**src/rtl/core/ids_cde_pkg.sv**
```systemverilog
// Package for the bounded-drift insertion/deletion/substitution channel.
// Holds register indexes, field widths and default parameter values.
// No dependencies.
`default_nettype none

package ids_cde_pkg;

    // default draw / probability resolution in bits
    localparam int PROB_BITS_DEF = 16;

    // field widths
    localparam int SYM_W   = 2;
    localparam int DRAW_W  = 16;
    localparam int PROB_W  = 15;
    localparam int DRIFT_W = 8;
    localparam int DMAX_W  = 7;
    localparam int CNT_W   = 2;
    localparam int CFG_A_W = 3;

    // packed stream widths
    localparam int S_TDATA_W = 56;
    localparam int M_TDATA_W = 16;

    // configuration register indexes
    localparam logic [CFG_A_W-1:0] REG_INS_PROB  = 3'd0;
    localparam logic [CFG_A_W-1:0] REG_DEL_PROB  = 3'd1;
    localparam logic [CFG_A_W-1:0] REG_SUB_PROB  = 3'd2;
    localparam logic [CFG_A_W-1:0] REG_DRIFT_MIN = 3'd3;
    localparam logic [CFG_A_W-1:0] REG_DRIFT_MAX = 3'd4;

    // copy counts
    localparam logic [CNT_W-1:0] CNT_DELETE   = 2'd0;
    localparam logic [CNT_W-1:0] CNT_TRANSMIT = 2'd1;
    localparam logic [CNT_W-1:0] CNT_INSERT   = 2'd2;

    // reset values of the drift bounds
    localparam logic signed [DRIFT_W-1:0] DRIFT_MIN_RST = -8'sd8;
    localparam logic [DMAX_W-1:0]         DRIFT_MAX_RST = 7'd8;

endpackage

`default_nettype wire

```
**src/rtl/core/ids_channel_drift_emulator.sv**
```systemverilog
// An input beat passes the input register and then the result register to become a result beat.
// Throughput: one symbol per cycle while the result stream is not stalled; the drift register feeds the next decision.
// Each register holds one beat, so input is taken while a result waits only if the input register is empty.
// Reset (synchronous, active low): drift 0, probabilities 0, bounds -8 / +8,
// both pipeline stages empty. No clearing pass.
`default_nettype none

module ids_channel_drift_emulator #(
    parameter int PROB_BITS = ids_cde_pkg::PROB_BITS_DEF
) (
    input  wire                                i_clk,
    input  wire                                i_rst_n,
    // configuration write port
    input  wire                                i_cfg_we,
    input  wire  [ids_cde_pkg::CFG_A_W-1:0]    i_cfg_addr,
    input  wire  [ids_cde_pkg::PROB_W-1:0]     i_cfg_data,
    // input stream
    input  wire                                i_s_tvalid,
    output logic                               o_s_tready,
    // symbol, drift_draw, sub_draw_a, sub_draw_b, sub_offset_a, sub_offset_b, zero pad
    input  wire  [ids_cde_pkg::S_TDATA_W-1:0]  i_s_tdata,
    // first
    input  wire                                i_s_tuser,
    // result stream
    output logic                               o_m_tvalid,
    input  wire                                i_m_tready,
    // copy_count, out_symbol_a, out_symbol_b, drift_after, zero pad
    output logic [ids_cde_pkg::M_TDATA_W-1:0]  o_m_tdata
);
    import ids_cde_pkg::*;

    // draws are reduced to PROB_BITS bits
    localparam logic [DRAW_W-1:0] DRAW_MASK =
        DRAW_W'((33'(1) << PROB_BITS) - 33'(1));

    // configuration registers
    logic [PROB_W-1:0]         r_ins_prob;
    logic [PROB_W-1:0]         r_del_prob;
    logic [PROB_W-1:0]         r_sub_prob;
    logic signed [DRIFT_W-1:0] r_drift_min;
    logic [DMAX_W-1:0]         r_drift_max;

    always_ff @(posedge i_clk) begin
        if (!i_rst_n) begin
            r_ins_prob  <= '0;
            r_del_prob  <= '0;
            r_sub_prob  <= '0;
            r_drift_min <= DRIFT_MIN_RST;
            r_drift_max <= DRIFT_MAX_RST;
        end else if (i_cfg_we) begin
            unique case (i_cfg_addr)
                REG_INS_PROB:  r_ins_prob  <= i_cfg_data;
                REG_DEL_PROB:  r_del_prob  <= i_cfg_data;
                REG_SUB_PROB:  r_sub_prob  <= i_cfg_data;
                REG_DRIFT_MIN: r_drift_min <= i_cfg_data[DRIFT_W-1:0];
                REG_DRIFT_MAX: r_drift_max <= i_cfg_data[DMAX_W-1:0];
                default: ;
            endcase
        end
    end

    // pipeline handshake
    logic r_in_valid;
    logic r_out_valid;
    logic w_out_load;
    logic w_adv;

    assign w_out_load = !r_out_valid || i_m_tready;
    assign w_adv      = r_in_valid && w_out_load;
    assign o_s_tready = !r_in_valid || w_out_load;
    assign o_m_tvalid = r_out_valid;

    // input register
    logic [SYM_W-1:0]  r_sym;
    logic              r_first;
    logic [DRAW_W-1:0] r_drift_draw;
    logic [DRAW_W-1:0] r_sub_draw_a;
    logic [DRAW_W-1:0] r_sub_draw_b;
    logic [SYM_W-1:0]  r_off_a;
    logic [SYM_W-1:0]  r_off_b;

    always_ff @(posedge i_clk) begin
        if (!i_rst_n) begin
            r_in_valid <= 1'b0;
        end else if (o_s_tready) begin
            r_in_valid <= i_s_tvalid;
        end
    end

    always_ff @(posedge i_clk) begin
        if (o_s_tready && i_s_tvalid) begin
            r_sym        <= i_s_tdata[1:0];
            r_drift_draw <= i_s_tdata[17:2];
            r_sub_draw_a <= i_s_tdata[33:18];
            r_sub_draw_b <= i_s_tdata[49:34];
            r_off_a      <= i_s_tdata[51:50];
            r_off_b      <= i_s_tdata[53:52];
            r_first      <= i_s_tuser;
        end
    end

    // drift decision
    logic signed [DRIFT_W-1:0] r_drift;
    logic signed [DRIFT_W-1:0] w_cur;
    logic signed [DRIFT_W-1:0] w_dmax;
    logic [DRAW_W-1:0]         w_d;
    logic [DRAW_W:0]           w_ins_del;
    logic                      w_hit_ins;
    logic                      w_hit_del;
    logic [CNT_W-1:0]          w_cnt;
    logic [CNT_W-1:0]          n_cnt;
    logic signed [DRIFT_W-1:0] n_drift;

    assign w_cur     = r_first ? '0 : r_drift;
    assign w_dmax    = $signed({1'b0, r_drift_max});
    assign w_d       = r_drift_draw & DRAW_MASK;
    assign w_ins_del = (DRAW_W+1)'(r_ins_prob) + (DRAW_W+1)'(r_del_prob);
    assign w_hit_ins = w_d < DRAW_W'(r_ins_prob);

    always_comb begin
        w_hit_del = 1'b0;
        priority if (w_cur == r_drift_min) begin
            w_cnt = w_hit_ins ? CNT_INSERT : CNT_TRANSMIT;
        end else if (w_cur == w_dmax) begin
            w_hit_del = w_d < DRAW_W'(r_del_prob);
            w_cnt     = w_hit_del ? CNT_DELETE : CNT_TRANSMIT;
        end else begin
            w_hit_del = {1'b0, w_d} < w_ins_del;
            w_cnt     = w_hit_ins ? CNT_INSERT :
                        (w_hit_del ? CNT_DELETE : CNT_TRANSMIT);
        end
    end

    // keep the drift inside its 8-bit range
    always_comb begin
        n_cnt   = w_cnt;
        n_drift = w_cur;
        unique case (w_cnt)
            CNT_INSERT: begin
                if (w_cur == 8'sd127) n_cnt = CNT_TRANSMIT;
                else                  n_drift = w_cur + 8'sd1;
            end
            CNT_DELETE: begin
                if (w_cur == -8'sd128) n_cnt = CNT_TRANSMIT;
                else                   n_drift = w_cur - 8'sd1;
            end
            default: ;
        endcase
    end

    // substitution of each copy
    logic [SYM_W-1:0] w_sub_a;
    logic [SYM_W-1:0] w_sub_b;
    logic [SYM_W-1:0] n_sym_a;
    logic [SYM_W-1:0] n_sym_b;

    assign w_sub_a = ((r_sub_draw_a & DRAW_MASK) < DRAW_W'(r_sub_prob)) ?
                     r_sym + 2'd1 + r_off_a : r_sym;
    assign w_sub_b = ((r_sub_draw_b & DRAW_MASK) < DRAW_W'(r_sub_prob)) ?
                     r_sym + 2'd1 + r_off_b : r_sym;
    assign n_sym_a = (n_cnt != CNT_DELETE) ? w_sub_a : '0;
    assign n_sym_b = (n_cnt == CNT_INSERT) ? w_sub_b : '0;

    // drift state and result register
    logic [CNT_W-1:0]   r_cnt;
    logic [SYM_W-1:0]   r_sym_a;
    logic [SYM_W-1:0]   r_sym_b;
    logic [DRIFT_W-1:0] r_drift_out;

    always_ff @(posedge i_clk) begin
        if (!i_rst_n) begin
            r_out_valid <= 1'b0;
            r_drift     <= '0;
        end else begin
            if (w_out_load) r_out_valid <= r_in_valid;
            if (w_adv)      r_drift     <= n_drift;
        end
    end

    always_ff @(posedge i_clk) begin
        if (w_adv) begin
            r_cnt       <= n_cnt;
            r_sym_a     <= n_sym_a;
            r_sym_b     <= n_sym_b;
            r_drift_out <= n_drift;
        end
    end

    assign o_m_tdata = {2'b00, r_drift_out, r_sym_b, r_sym_a, r_cnt};

`ifndef SYNTH
    // a result beat always carries the drift that the state now holds
    a_drift_match: assert property (@(posedge i_clk) disable iff (!i_rst_n)
        w_adv |=> (r_drift_out == r_drift))
        else $error("result drift differs from drift state");

    // unused copies read as zero
    a_unused_zero: assert property (@(posedge i_clk) disable iff (!i_rst_n)
        r_out_valid |-> ((r_cnt == CNT_INSERT) || (r_sym_b == '0)) &&
                        ((r_cnt != CNT_DELETE) || (r_sym_a == '0)))
        else $error("unused copy not zero");

    // drift moves by at most one within a sequence
    a_drift_step: assert property (@(posedge i_clk) disable iff (!i_rst_n)
        (w_adv && !r_first) |=>
            ((r_drift == $past(r_drift)) ||
             (r_drift == $past(r_drift) + 8'sd1) ||
             (r_drift == $past(r_drift) - 8'sd1)))
        else $error("drift jumped by more than one");

    // copy count is never the unused code
    a_cnt_code: assert property (@(posedge i_clk) disable iff (!i_rst_n)
        r_out_valid |-> (r_cnt != 2'd3))
        else $error("copy count out of range");
`endif

endmodule

`default_nettype wire
```
**config.mk**
```make
export PLATFORM = sky130hd
export DESIGN_NAME = ids_channel_drift_emulator
export DESIGN_NICKNAME = d
export VERILOG_FILES = /design/src/rtl/core/ids_cde_pkg.sv /design/src/rtl/core/ids_channel_drift_emulator.sv
export SDC_FILE = /design/constraint.sdc
export NUM_CORES = 1
export LEC_CHECK = 0
export BUFFER_PORTS_ARGS = -buffer_cell sky130_fd_sc_hd__buf_2
export CAP_MARGIN = 40
export CORE_MARGIN = 3
export CORE_UTILIZATION = 64
export CTS_CLUSTER_DIAMETER = 100
export DETAILED_ROUTE_END_ITERATION = 7
export HOLD_SLACK_MARGIN = 0.1
export PLACE_DENSITY = 0.87
export SETUP_SLACK_MARGIN = 0.15
export SLEW_MARGIN = 10
export SYNTH_ARGS = -nofsm -noshare
export SYNTH_HDL_FRONTEND = slang
export SYNTH_SLANG_ARGS = --single-unit
```
**constraint.sdc**
```tcl
create_clock -name i_clk -period 6.6 [get_ports i_clk]
set_clock_uncertainty 0.05 [all_clocks]
set_input_delay 1.32 -clock i_clk [delete_from_list [all_inputs] [get_ports i_clk]]
set_output_delay 1.32 -clock i_clk [all_outputs]
set_load 0.005 [all_outputs]
```
==> results of run 1 <==
stage by stage:
stage          utilization  area (um2)  setup WS (ns)  cells
6_report            0.7583        9298          1.551   1136
2_1_floorplan            -        8218          2.481    875
4_1_cts             0.7581        9295          1.560   1135
3_3_place_gp        0.7108        8716          1.710   1101
5_1_grt             0.7583        9298          1.190   1136
3_5_place_dp        0.7131        8743          1.594   1103
how the worst max path moves through the flow:
stage                     end  slack [ns]  depth (start not counted)
2_1_floorplan  r_drift_out[7]        2.48                         18
3_3_place_gp   r_drift_out[2]        1.71                         17
3_5_place_dp   r_drift_out[2]        1.59                         17
4_1_cts        r_drift_out[2]        1.56                         17
5_1_grt        r_drift_out[2]        1.19                         18
6_report       r_drift_out[2]        1.55                         17
per-layer routing:
layer	up-vias	track usage
met1	3074	0.3318
met2	227	0.4585
met4	0	0.08948
met3	25	0.06363
met5	-	0
li1	3273	-
worst max-delay path: cells and delay by family, from the launching register on:
family                     cells  cell delay [ns]
adders and majority gates      2             0.56
AOI/OAI and AO/OA              9             2.51
and+or+nand+nor                6             1.27
DFF                            1             0.41
area by class of cell:
type,count,area [um2]
diodes,1,2.502
flip-flops and latches,139,3473
clock inverters,13,118.9
clock buffers,19,432.9
fillers,859,2964
inverters,58,217.7
multi-input cells,642,4342
well taps,168,210.2
repair buffers,96,500.5
cells by family after synthesis:
logic type	after synthesis	share of synthesized area
buffers and inverters	94	0.04920
DFF	139	0.4228
AOI/OAI and AO/OA	210	0.1729
other	1	0.0004565
and+or+nand+nor	304	0.1759
muxes	9	0.01097
adders and majority gates	92	0.1411
xor gates and xnor gates	25	0.02666
power groups by stage:
stage / Clock [mW] / Combinational, mW / Sequential, mW
floorplan: 0 / 0.184 / 0.987
global placement: 0 / 0.238 / 1.00
detailed placement: 0 / 0.251 / 1.00
CTS: 0.900 / 0.255 / 0.987
global route: 0.942 / 0.289 / 0.992
finish: 0.894 / 0.255 / 0.988
layout by cell type (no fill, tap or decap), drive strengths merged, types with 5 or more instances in the layout:
| cell type | Yosys | routed |
|---|---|---|
| and2 | 8 | 8 |
| nand4 | 5 | 5 |
| a21boi | 50 | 50 |
| dfxtp | 70 | 70 |
| mux2i | 9 | 9 |
| ha | 91 | 91 |
| a31oi | 8 | 8 |
| and3 | 7 | 7 |
| clkinv | 0 | 5 |
| nand2b | 10 | 10 |
| nand3 | 19 | 19 |
| o21ai | 40 | 40 |
| xnor2 | 15 | 15 |
| clkbuf | 21 | 19 |
| xor2 | 10 | 10 |
| nor2b | 18 | 18 |
| a211oi | 10 | 10 |
| edfxtp | 69 | 69 |
| buf | 15 | 96 |
| a21oi | 38 | 38 |
| nor2 | 33 | 33 |
| a21o | 19 | 19 |
| inv | 58 | 62 |
| nor3 | 17 | 17 |
| o21a | 6 | 6 |
| nand2 | 157 | 157 |
sequential cells by signal (all words and copies together), names as in the netlist, 2 cells and up:
| signal | flops |
|---|---|
| r_drift_draw | 16 |
| r_sub_draw_b | 16 |
| r_drift_min | 8 |
| r_off_a | 2 |
| r_drift | 8 |
| r_off_b | 2 |
| r_sym | 2 |
| r_drift_max | 7 |
| r_sym_a | 2 |
| r_ins_prob | 15 |
| r_drift_out | 8 |
| r_cnt | 2 |
| r_sub_prob | 15 |
| r_sub_draw_a | 16 |
| r_del_prob | 15 |
| r_sym_b | 2 |
==> flow_summary_export.csv, run 1 <==
group,metric,value,unit
run_status,status,"finished clean",
detailed_routing,vias_per_cell,5.809,
power_and_ir_drop,p_sw,551.5,uW
critical_path,ff2ff_path_depth,17,
floorplan,die-area,14230,um2
sta,slew_headroom,0.3936,
critical_path,path_cells,"ha_1 > a21o_1 > a21oi_1 > o21ba_2 > o21ai_0 > a2111oi_0 > o31ai_1 > o31ai_1 > nand2_1 > ha_1 > and4_1 > nor4b_1 > a21oi_1 > nand4_1 > nand2_1 > a221o_1 > and2_1",
critical_path,r2r_slack,1.55,ns
floorplan,rows,40,
yosys,netlist.area_leader.share,0.2522,
min_path,hold_depth,2,
cts,clkLatencyLatePin,0.43,ns
detailed_routing,wl_per_cell,16.25,um
floorplan,die_h,119.3,um
sta,fin_crit,5.049,ns
cts,cts_num_sinks,139,
finish,num-nets-final,1126,
finish,area_growth_syn_to_layout,13.19,%
critical_path,worstSetupPathType,"reg -> reg",
global_route,grt_max_degree,56,
yosys,postSynthCellCount,874,
critical_path,critPathMaxStageDelay,0.65,ns
critical_path,crit_fanout,6,
sta,worstMarginPinSlew,0.9096,ns
critical_path,cp-start-kind,"flip-flop",
floorplan,start_util,0.6699,
yosys,ys_warn_count,0,
cts,cts_setup_buffers,0,
detailed_routing,highest_layer,"met4",
finish,layout-drive-gt1-share,0.1448,
cts,cts_resized,0,
floorplan,die_x,119.3,um
yosys,yosys-top-cells-area,"edfxtp_1, dfxtp_1, ha_1, nand2_1, a21boi_0",
detailed_routing,drtAntennaViolNets,0,
floorplan,core_area,12260,um2
yosys,yosysSeqAreaShare,0.4228,
global_route,grt_pass1_wl,30440,um
detailed_routing,met2_length,9052,um
critical_path,worstPathArrival,5.18,ns
sta,holdWs,0.4194,ns
critical_path,crit_path_end_kind,"flip-flop",
cts,cts_tree,"yes",
yosys,synth_ff_type,"dfxtp_1",
detailed_routing,num_vias,6599,
sta,hold_viol_final,0,
critical_path,r2r-end,"r_drift_out[2]",
power_and_ir_drop,finalPower,2.137,mW
detailed_routing,wl,18460,um
cts,clockBufferDepth,2,
yosys,synth_edf_count,69,
yosys,synthDistinctLibCells,65,
detailed_routing,dr.pass1.iters,5,
power_and_ir_drop,powerDensity,229.8,nW/um2
global_route,antenna_found_initial,1,
critical_path,slowest_stage,"a2111oi_0",
run,cap_violations,0,
sta,fin_setup_tns,0,ns
power_and_ir_drop,leakage,3.663,nW
yosys,synth_async_sr_flop_share,0,
power_and_ir_drop,p_int,1.585,mW
critical_path,r2r_start,"r_del_prob[1]",
yosys,syn_area,8214,um2
placement,io_buffers,93,
power_and_ir_drop,vdd.ir_drop.worst,0.2356,mV
yosys,avgSynthCellArea,9.398,um2
detailed_routing,drc,0,
global_route,grt_pass1_vias,6442,
placement,place_congestion,0.9143,
cts,htree_levels,4,
cts,clockRootBuffer,"clkbuf_16",
detailed_routing,met3_length,1138,um
power_and_ir_drop,netSwitchingFraction,0.2581,
yosys,synth.most_common_cell,"nand2_1",
detailed_routing,drt_iter0_drc,477,
sta,clock.fmax,198.1,MHz
sta,finalSetupViolations,0,
floorplan,ios,98,
yosys,yosysTopAreaCell,"edfxtp_1",
power_and_ir_drop,clockPowerShare,0.418,
min_path,hold_class,"reg -> reg",
sta,slew_viol_final,0,
detailed_routing,m1WireLength,7945,um
cts,cts_hold_buf,0,
yosys,synthTopCellsByCount,"nand2_1, ha_1, dfxtp_1",
critical_path,crit_path_start,"r_del_prob[1]",
min_path,hold_end,"r_sub_prob[6]",
cts,numCtsBuffers,17,
global_route,grt_usage,0.2674,
placement,hpwl,13480,um
critical_path,cp_data_required_time,6.73,ns
yosys,ys_ff_latch,139,
cts,clkTransAtPathRegs,0.06,ns
sta,rsz0062_at_grt,"no",
global_route,grt-ovfl-total,0,
min_path,min-delay-start,"r_sub_prob[6]",
power_and_ir_drop,combPwrFrac,0.119,
power_and_ir_drop,sequentialPowerShare,0.462,
sta,timing.final.crit_share,0.7650,
Power figures use the tool's default switching activity.
==> run 2: changes to the inputs <==
--- a/config.mk
+++ b/config.mk
@@ -5,14 +5,15 @@
 export SDC_FILE = /design/constraint.sdc
 export NUM_CORES = 1
 export LEC_CHECK = 0
+export ABC_AREA = 1
 export BUFFER_PORTS_ARGS = -buffer_cell sky130_fd_sc_hd__buf_2
 export CAP_MARGIN = 40
 export CORE_MARGIN = 3
-export CORE_UTILIZATION = 64
+export CORE_UTILIZATION = 53
 export CTS_CLUSTER_DIAMETER = 100
 export DETAILED_ROUTE_END_ITERATION = 7
 export HOLD_SLACK_MARGIN = 0.1
-export PLACE_DENSITY = 0.87
+export PLACE_DENSITY = 0.77
 export SETUP_SLACK_MARGIN = 0.15
 export SLEW_MARGIN = 10
 export SYNTH_ARGS = -nofsm -noshare
==> constraint.sdc (replaced) <==
create_clock -name i_clk -period 4.1 [get_ports i_clk]
set_clock_uncertainty 0.05 [all_clocks]
set_input_delay 0.82 -clock i_clk [delete_from_list [all_inputs] [get_ports i_clk]]
set_output_delay 0.82 -clock i_clk [all_outputs]
set_load 0.005 [all_outputs]
==> run 2 against run 1 <==
Net effect:
- clock-buffer cell count did not move
- final cell count rose by 7.9%
- hold slack improved by 0.0070 ns
- critical path depth rose by 2
- critical endpoint is now r_drift[1]
- via count fell by 1.1%
- synthesized cell count rose by 7.0%
- die area rose by 16%
- first-iteration DRC count fell by 26%
- highest routed layer unchanged
- critical path type unchanged
- power rose by 66%
- routed wire length fell by 1.8%
==> flow_summary_export.csv, run 2 <==
group,metric,value,unit
placement,place_congestion,0.9099,
critical_path,crit_path_end_kind,"flip-flop",
detailed_routing,dr.pass1.iters,5,
cts,cts_resized,0,
yosys,yosysTopAreaCell,"edfxtp_1",
yosys,yosys-top-cells-area,"edfxtp_1, dfxtp_1, ha_1, nand2_1, a21oi_1",
floorplan,die_x,128.7,um
sta,holdWs,0.4264,ns
critical_path,critPathMaxStageDelay,0.45,ns
placement,io_buffers,93,
cts,cts_num_sinks,139,
cts,clockRootBuffer,"clkbuf_16",
critical_path,crit_fanout,10,
power_and_ir_drop,p_int,2.585,mW
finish,num-nets-final,1200,
global_route,grt_max_degree,59,
yosys,muxShareOfSynthArea,0,
yosys,synth_async_sr_flop_share,0,
run,cap_violations,0,
cts,htree_levels,4,
power_and_ir_drop,clockPowerShare,0.413,
critical_path,crit_family,"simple AND/OR/NAND/NOR gates",
sta,clock.fmax,270.5,MHz
critical_path,path_cells,"ha_1 > fa_1 > a21oi_2 > o21ai_0 > a21boi_1 > o21ai_0 > xor2_1 > ha_1 > nand2_1 > nor4_1 > nand2_1 > nand2_1 > nand3_4 > nand2_4 > inv_2 > nand2_1 > nand3_1 > nand2_1 > inv_1",
yosys,synthTopCellsByCount,"nand2_1, inv_1, a21oi_1",
min_path,hold_depth,2,
sta,worstMarginPinSlew,0.8837,ns
sta,fin_crit,3.697,ns
yosys,avgSynthCellArea,8.536,um2
detailed_routing,wl_per_cell,14.79,um
global_route,grt_pass1_wl,29350,um
yosys,synth_top_family_by_area,"simple AND/OR/NAND/NOR gates",
cts,cts_tree,"yes",
sta,hold_viol_final,0,
cts,cts_setup_buffers,0,
critical_path,ff2ff_path_depth,19,
yosys,synthDistinctLibCells,41,
cts,clkLatencyLatePin,0.43,ns
yosys,post_synth_fa_ha_maj_area_fraction,0.1452,
critical_path,cpMostUsedCell,"nand2_1",
critical_path,crit_cells,19,
sta,fin_setup_tns,0,ns
critical_path,path_buf_inv,2,
yosys,syn_area,7981,um2
floorplan,die_h,128.7,um
cts,cts_hold_buf,0,
critical_path,cp-start-kind,"flip-flop",
power_and_ir_drop,sequentialPowerShare,0.448,
floorplan,die-area,16570,um2
cts,clockBufferDepth,2,
yosys,synth.most_common_cell,"nand2_1",
yosys,ys_ff_latch,139,
yosys,synth_ff_type,"dfxtp_1",
detailed_routing,drt_iter0_drc,354,
detailed_routing,drtAntennaViolNets,0,
finish,layout-drive-gt1-share,0.1527,
cts,clkTransAtPathRegs,0.06,ns
power_and_ir_drop,netSwitchingFraction,0.2702,
global_route,grt_usage,0.2267,
sta,timing.final.crit_share,0.9018,
finish,final_common_cell,"nand2_1",
finish,final_cells,1226,
global_route,antenna_found_initial,1,
detailed_routing,wl,18130,um
detailed_routing,vias_per_cell,5.325,
sta,slew_viol_final,0,
yosys,ys_warn_count,0,
power_and_ir_drop,powerDensity,386.9,nW/um2
critical_path,worstPathArrival,3.98,ns
floorplan,rows,44,
detailed_routing,drc,0,
placement,post-place-ws,0.2735,ns
critical_path,slowest_stage,"fa_1",
min_path,hold_class,"reg -> reg",
cts,numCtsBuffers,17,
sta,finalWorstSetupSlack,0.4026,ns
global_route,grt-ovfl-total,0,
finish,postLayoutCellArea,9155,um2
floorplan,core_area,14640,um2
yosys,synth_simple_gate_area_frac,0.1768,
detailed_routing,num_vias,6529,
yosys,synth_edf_count,69,
finish,area_growth_syn_to_layout,14.70,%
critical_path,cp_data_required_time,4.38,ns
placement,hpwl,13410,um
sta,finalSetupViolations,0,
critical_path,worstSetupPathType,"reg -> reg",
floorplan,ios,98,
sta,slew_headroom,0.4102,
placement,place_inst,1193,
finish,mostFrequentLayoutCells,"nand2_1, inv_1, a21oi_1",
finish,reg.largest.list,"r_drift_draw (16), r_sub_draw_a (16), r_sub_draw_b (16)",
yosys,netlist.area_leader.share,0.2596,
power_and_ir_drop,p_sw,957.1,uW
global_route,grt_pass1_vias,6227,
power_and_ir_drop,combPwrFrac,0.139,
power_and_ir_drop,vdd.ir_drop.worst,0.3470,mV
yosys,synth-compound-area-share,0.1361,
floorplan,start_util,0.5450,
yosys,yosysSeqAreaShare,0.4352,
placement,placed_cell_area,8583,um2
sta,rsz0062_at_grt,"no",
run_status,status,"finished clean",
yosys,postSynthCellCount,935,
power_and_ir_drop,leakage,4.148,nW
yosys,synthXorXnorAreaFrac,0.03073,
[run 2: cell types whose count changed after synthesis, sizes merged, moves of 18 or more]
cell / previous run / this run
a21boi: 50 / 1
a21o: 19 / 1
a21oi: 38 / 112
inv: 58 / 132
nand3: 19 / 43
nor2: 33 / 62
nor2b: 18 / 0
o21ai: 40 / 79
[run 2: logic make-up after synthesis]
group                      count (synthesis)
DFF                                      139
other                                      1
adders and majority gates                 92
xor gates and xnor gates                  28
buffers and inverters                    153
AOI/OAI and AO/OA                        208
and+or+nand+nor                          314
[run 2: stage by stage]
stage,total power [mW],util
after detailed placement,2.101,0.5861
after global placement,2.085,0.5861
final,3.542,0.6252
after CTS,3.568,0.6242
after global routing,3.711,0.6252
after floorplan,1.949,-
[run 2: worst min-delay path, delay by kind of cell (launching register included)]
| kind | cells | cell delay (ns) |
|---|---|---|
| AO/OA/AOI/OAI | 1 | 0.06 |
| buffers and inverters | 1 | 0.07 |
| flip-flops | 1 | 0.30 |
[run 2: area by class of cell]
type                       instances  area, um2
clock inverter                    13      115.1
clock buffer                      19      442.9
fill                            1238       5489
inverter                         132      498.0
multi-input combinational        644       3920
tap                              184      230.2
timing repair buffer              94      473.0
sequential                       139       3473
antenna                            1      2.502
[run 2: power by group through the flow]
stage          registers (mW)  logic [mW]  clock network [mW]
2_1_floorplan            1.60       0.345                   0
3_3_place_gp             1.61       0.472                   0
5_1_grt                  1.59       0.569                1.55
6_report                 1.59       0.493                1.46
4_1_cts                  1.59       0.492                1.49
3_5_place_dp             1.62       0.486                   0
[run 2: per-layer routing]
layer  global-route usage  vias to the layer above  share of wire
li1                     -                     3352              -
met1               0.2813                     2968           0.44
met2               0.3774                      168           0.48
met3              0.05313                       41          0.055
met4               0.1001                        0          0.028
met5                    0                        -              0
[run 2: worst paths after layout]
path | start | to | slack (ns)
min | r_sub_prob[0] | r_sub_prob[0] | 0.43
min reg2reg | r_sub_prob[0] | r_sub_prob[0] | 0.43
max | r_ins_prob[0] | r_drift[1] | 0.40
max reg2reg | r_ins_prob[0] | r_drift[1] | 0.40
==> run 3: changes to the inputs <==
--- a/config.mk
+++ b/config.mk
@@ -8,14 +8,17 @@
 export ABC_AREA = 1
 export BUFFER_PORTS_ARGS = -buffer_cell sky130_fd_sc_hd__buf_2
 export CAP_MARGIN = 40
+export CELL_PAD_IN_SITES_DETAIL_PLACEMENT = 0
+export CELL_PAD_IN_SITES_GLOBAL_PLACEMENT = 2
 export CORE_MARGIN = 3
-export CORE_UTILIZATION = 53
+export CORE_UTILIZATION = 32
 export CTS_CLUSTER_DIAMETER = 100
 export DETAILED_ROUTE_END_ITERATION = 7
 export HOLD_SLACK_MARGIN = 0.1
-export PLACE_DENSITY = 0.77
+export PLACE_DENSITY = 0.76
 export SETUP_SLACK_MARGIN = 0.15
 export SLEW_MARGIN = 10
 export SYNTH_ARGS = -nofsm -noshare
 export SYNTH_HDL_FRONTEND = slang
 export SYNTH_SLANG_ARGS = --single-unit
+export TNS_END_PERCENT = 100
==> run 3 against run 2 <==
Net effect:
- non-clock buffer count is 6 higher
- final cell count rose by 12%
- global-route usage shrank 6.5 points
- first-iteration DRC count down 14%
- die area up 62%
- clock-buffer cell count decreased by 1
- fmax increased by 4.8%
- routed wire length grew 13%
- critical path depth is 1 lower
- critical endpoint is now r_sym_a[0]
==> flow_summary_export.csv, run 3 (synthesized netlist as in run 2, its figures left out) <==
group,metric,value,unit
placement,place_congestion,0.8251,
sta,holdWs,0.4191,ns
power_and_ir_drop,leakage,4.219,nW
min_path,hold_class,"reg -> reg",
global_route,grt_usage,0.1613,
cts,clockRootBuffer,"clkbuf_16",
global_route,antenna_found_initial,0,
detailed_routing,vias_per_cell,4.583,
critical_path,worstSetupPathType,"reg -> reg",
sta,worstMarginPinSlew,0.7780,ns
min_path,hold_depth,2,
cts,htree_levels,4,
detailed_routing,num_vias,6283,
critical_path,r2r-end,"r_sym_a[0]",
critical_path,cp_data_required_time,4.35,ns
sta,fin_crit,3.526,ns
floorplan,start_util,0.3272,
sta,slew_viol_final,0,
finish,reg.largest.list,"r_drift_draw (16), r_sub_draw_a (16), r_sub_draw_b (16)",
power_and_ir_drop,vdd.ir_drop.worst,0.2172,mV
global_route,grt_max_degree,59,
critical_path,critPathMaxStageDelay,0.46,ns
critical_path,path_cells,"ha_1 > fa_1 > a21oi_2 > o21ai_1 > a21boi_2 > o21ai_0 > xor2_1 > ha_1 > nand2_1 > nor4_1 > nand2_1 > nand2_1 > nand3_4 > nand2_4 > inv_2 > nand3_2 > o211ai_1 > inv_1",
sta,slew_headroom,0.4808,
cts,clkTransAtPathRegs,0.07,ns
cts,cts_tree,"yes",
floorplan,die_x,163.9,um
floorplan,ios,98,
floorplan,core_area,24390,um2
global_route,grt-ovfl-total,0,
detailed_routing,wl,20550,um
sta,fin_setup_tns,0,ns
min_path,hold_end,"r_drift_min[0]",
placement,io_buffers,93,
detailed_routing,dr.pass1.iters,4,
sta,timing.final.crit_share,0.8601,
floorplan,rows,57,
floorplan,die-area,26870,um2
finish,mostFrequentLayoutCells,"nand2_1, inv_1, a21oi_1",
detailed_routing,wl_per_cell,14.99,um
critical_path,crit_path_end_kind,"flip-flop",
global_route,grt_pass1_wl,32940,um
finish,antennaDiodeCount,0,
power_and_ir_drop,powerDensity,388.3,nW/um2
cts,cts_num_sinks,139,
sta,hold_viol_final,0,
critical_path,r2r_start,"r_ins_prob[0]",
finish,fill_cells,2580,
cts,cts_hold_buf,0,
critical_path,cpMostUsedCell,"nand2_1",
critical_path,slowest_stage,"fa_1",
finish,postLayoutCellArea,9484,um2
sta,clock.fmax,283.6,MHz
cts,cts_setup_buffers,0,
finish,area_growth_syn_to_layout,18.83,%
cts,clkLatencyLatePin,0.43,ns
cts,numCtsBuffers,17,
run,cap_violations,0,
run_status,status,"finished clean",
sta,rsz0062_at_grt,"no",
finish,layout-drive-gt1-share,0.1595,
detailed_routing,drc,0,
critical_path,ff2ff_path_depth,18,
critical_path,r2r_slack,0.57,ns
global_route,grt_pass1_vias,6223,
critical_path,worstPathArrival,3.78,ns
detailed_routing,drt_iter0_drc,305,
critical_path,cp-start-kind,"flip-flop",
placement,placed_cell_area,8864,um2
cts,clockBufferDepth,2,
floorplan,die_h,163.9,um
finish,num-nets-final,1206,
finish,final_common_cell,"nand2_1",
placement,hpwl,15950,um
detailed_routing,drtAntennaViolNets,0,
min_path,min-delay-start,"r_drift_min[0]",
sta,finalSetupViolations,0,
critical_path,crit_fanout,10,
run 3: cell count changes in the layout (fill, tap and decap cells not counted), moves of 3 or more:
cell	previous run	this run
clkinv_2	4	0
inv_8	0	4
buf_16	0	3
buf_4	1	4
run 3: how the worst max path moves through the flow:
stage                  start              to  slack (ns)  depth (start not counted)
4_1_cts        r_ins_prob[0]      r_sym_a[0]        0.25                         18
6_report       r_ins_prob[0]      r_sym_a[0]        0.57                         18
5_1_grt        r_ins_prob[0]      r_sym_a[0]        0.19                         18
3_3_place_gp   r_ins_prob[0]      r_sym_a[0]        0.30                         18
3_5_place_dp   r_ins_prob[0]      r_sym_a[0]        0.26                         18
2_1_floorplan  r_ins_prob[0]  r_drift_out[1]        0.89                         17
run 3: layout make-up:
class / count / area [um2] / area share
clock buffers: 18 / 429.2 / 0.04525
repair buffers: 100 / 578.1 / 0.06095
multi-input cells: 644 / 3928 / 0.4141
clock inverters: 14 / 172.7 / 0.01821
well taps: 324 / 405.4 / 0.04274
flip-flops and latches: 139 / 3473 / 0.3662
inverters: 132 / 498.0 / 0.05251
run 3: per-layer routing:
metal,part of all wire,wire length (um),global-route usage
met1,0.49,10160,0.2182
met2,0.46,9438,0.2630
met3,0.032,656,0.03077
met4,0.014,291,0.04652
met5,0,0,0
run 3: through the flow:
| stage | utilization | worst slack, ns | std cells | total power [mW] |
|---|---|---|---|---|
| 2_1_floorplan | - | 0.8891 | 936 | 1.949 |
| 3_3_place_gp | 0.3600 | 0.3038 | 1336 | 2.119 |
| 3_5_place_dp | 0.3634 | 0.2610 | 1339 | 2.131 |
| 4_1_cts | 0.3881 | 0.2453 | 1371 | 3.745 |
| 5_1_grt | 0.3888 | 0.1893 | 1371 | 3.894 |
| 6_report | 0.3888 | 0.5736 | 1371 | 3.683 |
run 3: what timing repair did:
item,CTS,global route
endpoints found under the hold margin,0,0
resized for setup,0,8
endpoints found under the setup margin,0,19
run 3: critical path, delay by kind of cell, from the launching register on:
family	cells	cell delay (ns)
DFF	1	0.32
buffers and inverters	2	0.11
xor gates and xnor gates	1	0.17
adders and majority gates	3	0.97
and+or+nand+nor	7	1.00
AOI/OAI and AO/OA	5	0.77
run 3: power breakdown:
group,switching (mW),internal (mW),leakage [nW]
Sequential,0.0421,1.54,1.24
Clock,0.668,0.923,0.290
Combinational,0.314,0.194,2.69
Total,1.02,2.66,4.22
